$ cat src/rtl/gcd_ram.sv
`timescale 1ns / 1ps
// ----------------------------------------------------------------------------
// gcd_ram
// Generic single-write, single-read RAM with a registered read port.
// ----------------------------------------------------------------------------
module gcd_ram #(
  parameter int WIDTH = 8,
  parameter int DEPTH = 8
) (
  input  logic                                       clk_i,
  input  logic                                       we_i,
  input  logic [((DEPTH > 1) ? $clog2(DEPTH) : 1)-1:0] waddr_i,
  input  logic [WIDTH-1:0]                           wdata_i,
  input  logic                                       re_i,
  input  logic [((DEPTH > 1) ? $clog2(DEPTH) : 1)-1:0] raddr_i,
  output logic [WIDTH-1:0]                           rdata_o
);

  logic [WIDTH-1:0] mem_q [DEPTH];
  logic [WIDTH-1:0] rdata_q;

  // write port
  always_ff @(posedge clk_i) begin
    if (we_i) begin
      mem_q[waddr_i] <= wdata_i;
    end
  end

  // registered read port
  always_ff @(posedge clk_i) begin
    if (re_i) begin
      rdata_q <= mem_q[raddr_i];
    end
  end

  assign rdata_o = rdata_q;

endmodule

$ cat config.mk
export PLATFORM = sky130hd
export DESIGN_NAME = gcd_ram
export DESIGN_NICKNAME = d
export VERILOG_FILES = /design/src/rtl/gcd_ram.sv
export SDC_FILE = /design/constraint.sdc
export NUM_CORES = 1
export LEC_CHECK = 0
export BUFFER_PORTS_ARGS = -buffer_cell sky130_fd_sc_hd__buf_4
export CAP_MARGIN = 20
export CORE_ASPECT_RATIO = 0.75
export CORE_UTILIZATION = 35
export DETAILED_ROUTE_END_ITERATION = 6
export GPL_TIMING_DRIVEN = 0
export PLACE_DENSITY_LB_ADDON = 0.12
export SYNTH_ARGS = -nofsm -noshare
export SYNTH_HDL_FRONTEND = slang
export SYNTH_SLANG_ARGS = --single-unit
$ cat constraint.sdc
create_clock -name clk_i -period 1.9 [get_ports clk_i]
set_input_delay 0.095 -clock clk_i [delete_from_list [all_inputs] [get_ports clk_i]]
set_output_delay 0.095 -clock clk_i [all_outputs]
set_load 0.05 [all_outputs]
Word level (Yosys, flattened, before mapping) --
Memories as Yosys holds them, arrays and structs flattened. A register that Yosys moved wholly into a read port is not among the register bits. Cells that the tools add are included.
Storage, ports and cells: bits of input ports 17, logic and storage cells 3, bits in writable memories 64, register bits after elaboration 0, memories 1, output and inout port bits 8
Memories:
- mem_q | depth 8, bits a word 8, read ports 1, clocked after Yosys merged registers in 1, wr ports 1, line 19 | logic [WIDTH-1:0] mem_q [DEPTH];
Cells by class: multiplexer cells 2
Operators with widths (count):
- 2-to-1 mux 1 bit | 2

Longest topological paths before layout --
word-level depth 2, depth in mapped cells 4, depth with buffers taken out 2

Least setup slack after synthesis --
No wires, ideal clock.
path type input port to flip-flop, from input raddr_i[0] in the netlist's numbering, to register rdata_q[1] (netlist: rdata_o[1]), read port of mem_q, data pin, library setup time 0.260 ns, stages 4, arrival time 1.118 ns, buffers on the path 2, setup slack 0.522 ns, required time 1.640 ns, cell sequence buf_6 buf_12 mux4_1 mux2_2
RTL lines:
- from (decl) | line 15 | input logic [((DEPTH > 1) ? $clog2(DEPTH) : 1)-1:0] raddr_i,
- to (decl) | line 20 | logic [WIDTH-1:0] rdata_q;

==> reports/qor.txt <==
========================================================================================
Sum of negative setup slack                                                         0 ns
Startpoint types                                                                    flop
Largest fanout on the critical path                                                    1
Worst ir drop on vdd                                                           0.5575 mV
Unrepaired setup endpoints after global routing                                    false
FF-to-FF Start                                                               mem_q[3][1]
Hold Crit Start                                                                     re_i
Buffers plus inverters on the worst setup path                                         0
First-pass GRT wire length                                                       7431 um
Clock Sink Count                                                                      72
Clock latency on the worst-skew pair                                             0.34 ns
Worst Setup Slack post-DPL                                                     0.1154 ns
Cell with the largest stage delay on the worst path                         sky130_fd_sc_hd__mux4_1
CP required                                                                      1.99 ns
Post-Route Skew                                                              0.004765 ns
Avg Vias per Cell                                                                  4.781
Floorplan core area                                                         0.007500 mm^2
Data arrival time of the worst path                                              1.49 ns
Met2 Routed Length                                                               2376 um
Number of cells on the worst reg-to-reg path                                           2
Combined global-route utilization of all metal layers                             13.27%
Result of the run                                                           finished clean
Placement Cell Area                                                         0.003065 mm^2
Clock Pin Slew Worst Setup and Hold Paths                                        0.07 ns
Cell total after placement                                                           236
Effective utilization at floorplan                                                36.95%
Last weighted congestion value of the routability-driven placer                   0.6429
Highest metal used                                                                  met4
Minimum setup slack in the final design                                        0.4967 ns
Number of unique standard cell types used by synthesis                                13
Critical path startpoint                                                     mem_q[3][1]
Count of port buffers added during placement                                          21
Number of nets in the layout                                                         171
Category of cells accounting for the largest share of critical-path delay   multiplexers
Clock tree from TritonCTS                                                            yes
R2r endpoint                                                                  rdata_o[1]
Detailed route wirelength on metal3                                               204 um
Number of H-tree levels                                                                3
Pin count of the biggest net entering global routing                                  13
Post-route ant nets                                                                    0
Worst max-slew margin expressed relative to the limit                             36.11%
Post-synthesis average cell area                                              24.31 um^2
Vert. Die Dim                                                                   79.07 um
Class of the tightest hold or removal check                                    in -> reg
DP Wirelength                                                                    3034 um
Flip-flop and latch count after synthesis                                             72
Sequential element share of the synthesized area                                  78.01%
Number of instances in the synthesized netlist                                       114
Grt ovf                                                                                0
Max Root-Sink Buffers                                                                  2
Number of buffers added by the clock tree synthesis step                               9
Routed length per placed instance                                               18.87 um
Die extent in x                                                                 104.8 um
Via count of the first global-routing pass                                          1269
Slowest stage delay, CP                                                          0.51 ns
Setup slack of the worst register-to-register path                               0.50 ns
Max frequency                                                                 0.7126 GHz
Proportion of layout cells with a drive suffix above 1                            30.19%
Total inserted antenna cells                                                           0
Period utilisation layout                                                         73.86%
Iteration-0 DRC Markers                                                               34
Final setup violating endpoints                                                        0
Transition time at the pin with the least slew margin                          0.9548 ns
Top-Level Pins                                                                        25
Mapped Area                                                                 0.002771 mm^2
Total non-filler cell area in the finished layout                           0.003333 mm^2
Count of yosys warnings during synthesis                                               0
Cell at the root of the clock tree                                          sky130_fd_sc_hd__clkbuf_8
Setup crit end kind                                                                 flop
Syn nets                                                                             131
Initial antenna violation count                                                        0
Power density normalized to cell area                                       959.0 mW/mm^2
Fill cell instance count of the final layout                                         665
CTS-repair resized insts                                                               0
Reported leakage power                                                          1.130 nW
Count of standard-cell rows                                                           27
Final Instance Count excl. Fillers                                                   260
Path length in cells of the critical path                                              2
Max-cap violation count                                                                0
Cells along the critical path                                               mux4_1, mux2_2
Setup crit end                                                                rdata_o[1]
Router iterations before antenna repair                                                4
Commonest cells after routing, fill and taps aside                          sky130_fd_sc_hd__edfxtp_1, sky130_fd_sc_hd__buf_4, sky130_fd_sc_hd__mux4_1
Count of endpoints failing hold in the final timing report                             0
Most common library cell in the layout ignoring fill and taps               sky130_fd_sc_hd__edfxtp_1
Post-route met1 wirelength                                                       2274 um
Number of setup buffers added after CTS                                                0
Period minus WS final                                                           1.403 ns
Wirelength, routed                                                               4906 um
Floorplan die area                                                          0.008282 mm^2
Final Power                                                                     3.197 mW
Growth of design area from synthesis to finish                                    20.27%
Total vias in the final route                                                       1243
Max Slew Vio Count                                                                     0
Crit Path Category                                                            reg -> reg
DR DRC count                                                                           0
========================================================================================
==> cells in the mapped netlist <==
library cell | count | area (um^2)
sky130_fd_sc_hd__edfxtp_1 | 72 | 2162
sky130_fd_sc_hd__mux4_1 | 15 | 394.1
sky130_fd_sc_hd__mux2_2 | 8 | 90.09
sky130_fd_sc_hd__nor2_1 | 6 | 22.52
sky130_fd_sc_hd__nand2b_1 | 3 | 18.77
sky130_fd_sc_hd__nand2_1 | 2 | 7.510
sky130_fd_sc_hd__nor3_1 | 2 | 10.01
sky130_fd_sc_hd__buf_1 | 1 | 3.750
sky130_fd_sc_hd__buf_12 | 1 | 20.02
sky130_fd_sc_hd__buf_2 | 1 | 5.000
sky130_fd_sc_hd__buf_6 | 1 | 11.26
sky130_fd_sc_hd__clkbuf_1 | 1 | 3.750
sky130_fd_sc_hd__mux4_2 | 1 | 22.52
==> flip-flops by register name, indices dropped and copies added, names as in the netlist <==
signal   flops
mem_q       64
rdata_o      8
==> cells by family (layout without fill, tap and decap cells) <==
family / count (synthesis) / after routing / synth area share (%)
buffers and inverters: 5 / 50 / 1.580
DFF: 72 / 72 / 78.01
muxes: 24 / 24 / 18.28
and+or+nand+nor: 13 / 13 / 2.122
==> per-layer routing <==
layer,vias to the layer above,GRT usage [%]
li1,572,-
met1,637,16.46
met2,28,21.32
met3,6,4.762
met4,0,5.493
met5,-,0
==> worst min-delay path by stage <==
| stage | slack [ns] | endpoint | cells after the start |
|---|---|---|---|
| 2_1_floorplan | 0.19 | mem_q[0][0] | 0 |
| 3_3_place_gp | 0.32 | mem_q[2][3] | 1 |
| 3_5_place_dp | 0.33 | mem_q[4][5] | 1 |
| 4_1_cts | 0.06 | rdata_o[6] | 1 |
| 5_1_grt | 0.07 | rdata_o[6] | 1 |
| 6_report | 0.07 | rdata_o[6] | 1 |
==> stage by stage <==
stage | hold slack [ns] | util, %
finish | 0.07460 | 44.44
global route | 0.07196 | 44.44
global placement | 0.3190 | 40.74
CTS | 0.06328 | 44.44
detailed placement | 0.3311 | 40.87
floorplan | 0.1939 | -
==> final cells by class <==
cell class,count,area [um^2],area share [%]
plain buffers,5,43.79,1.314
clock buffers,10,127.6,3.829
clock inverters,6,60.06,1.802
multi-input cells,37,575.6,17.27
flip-flops and latches,72,2162,64.86
well taps,101,126.4,3.791
repair buffers,29,237.7,7.132
==> power breakdown <==
group,switching (mW),total [mW],internal (mW)
clock,0.523,1.12,0.599
sequential,0.0117,1.83,1.81
combinational,0.139,0.249,0.110
total,0.673,3.20,2.52
==> repair_timing <==
| action | in CTS | in global routing |
|---|---|---|
| hold endpoints to repair | 64 | 0 |
| hold buffers | 8 | 0 |
| endpoints found under the setup margin | 0 | 0 |
Power figures use the tool's default switching activity.
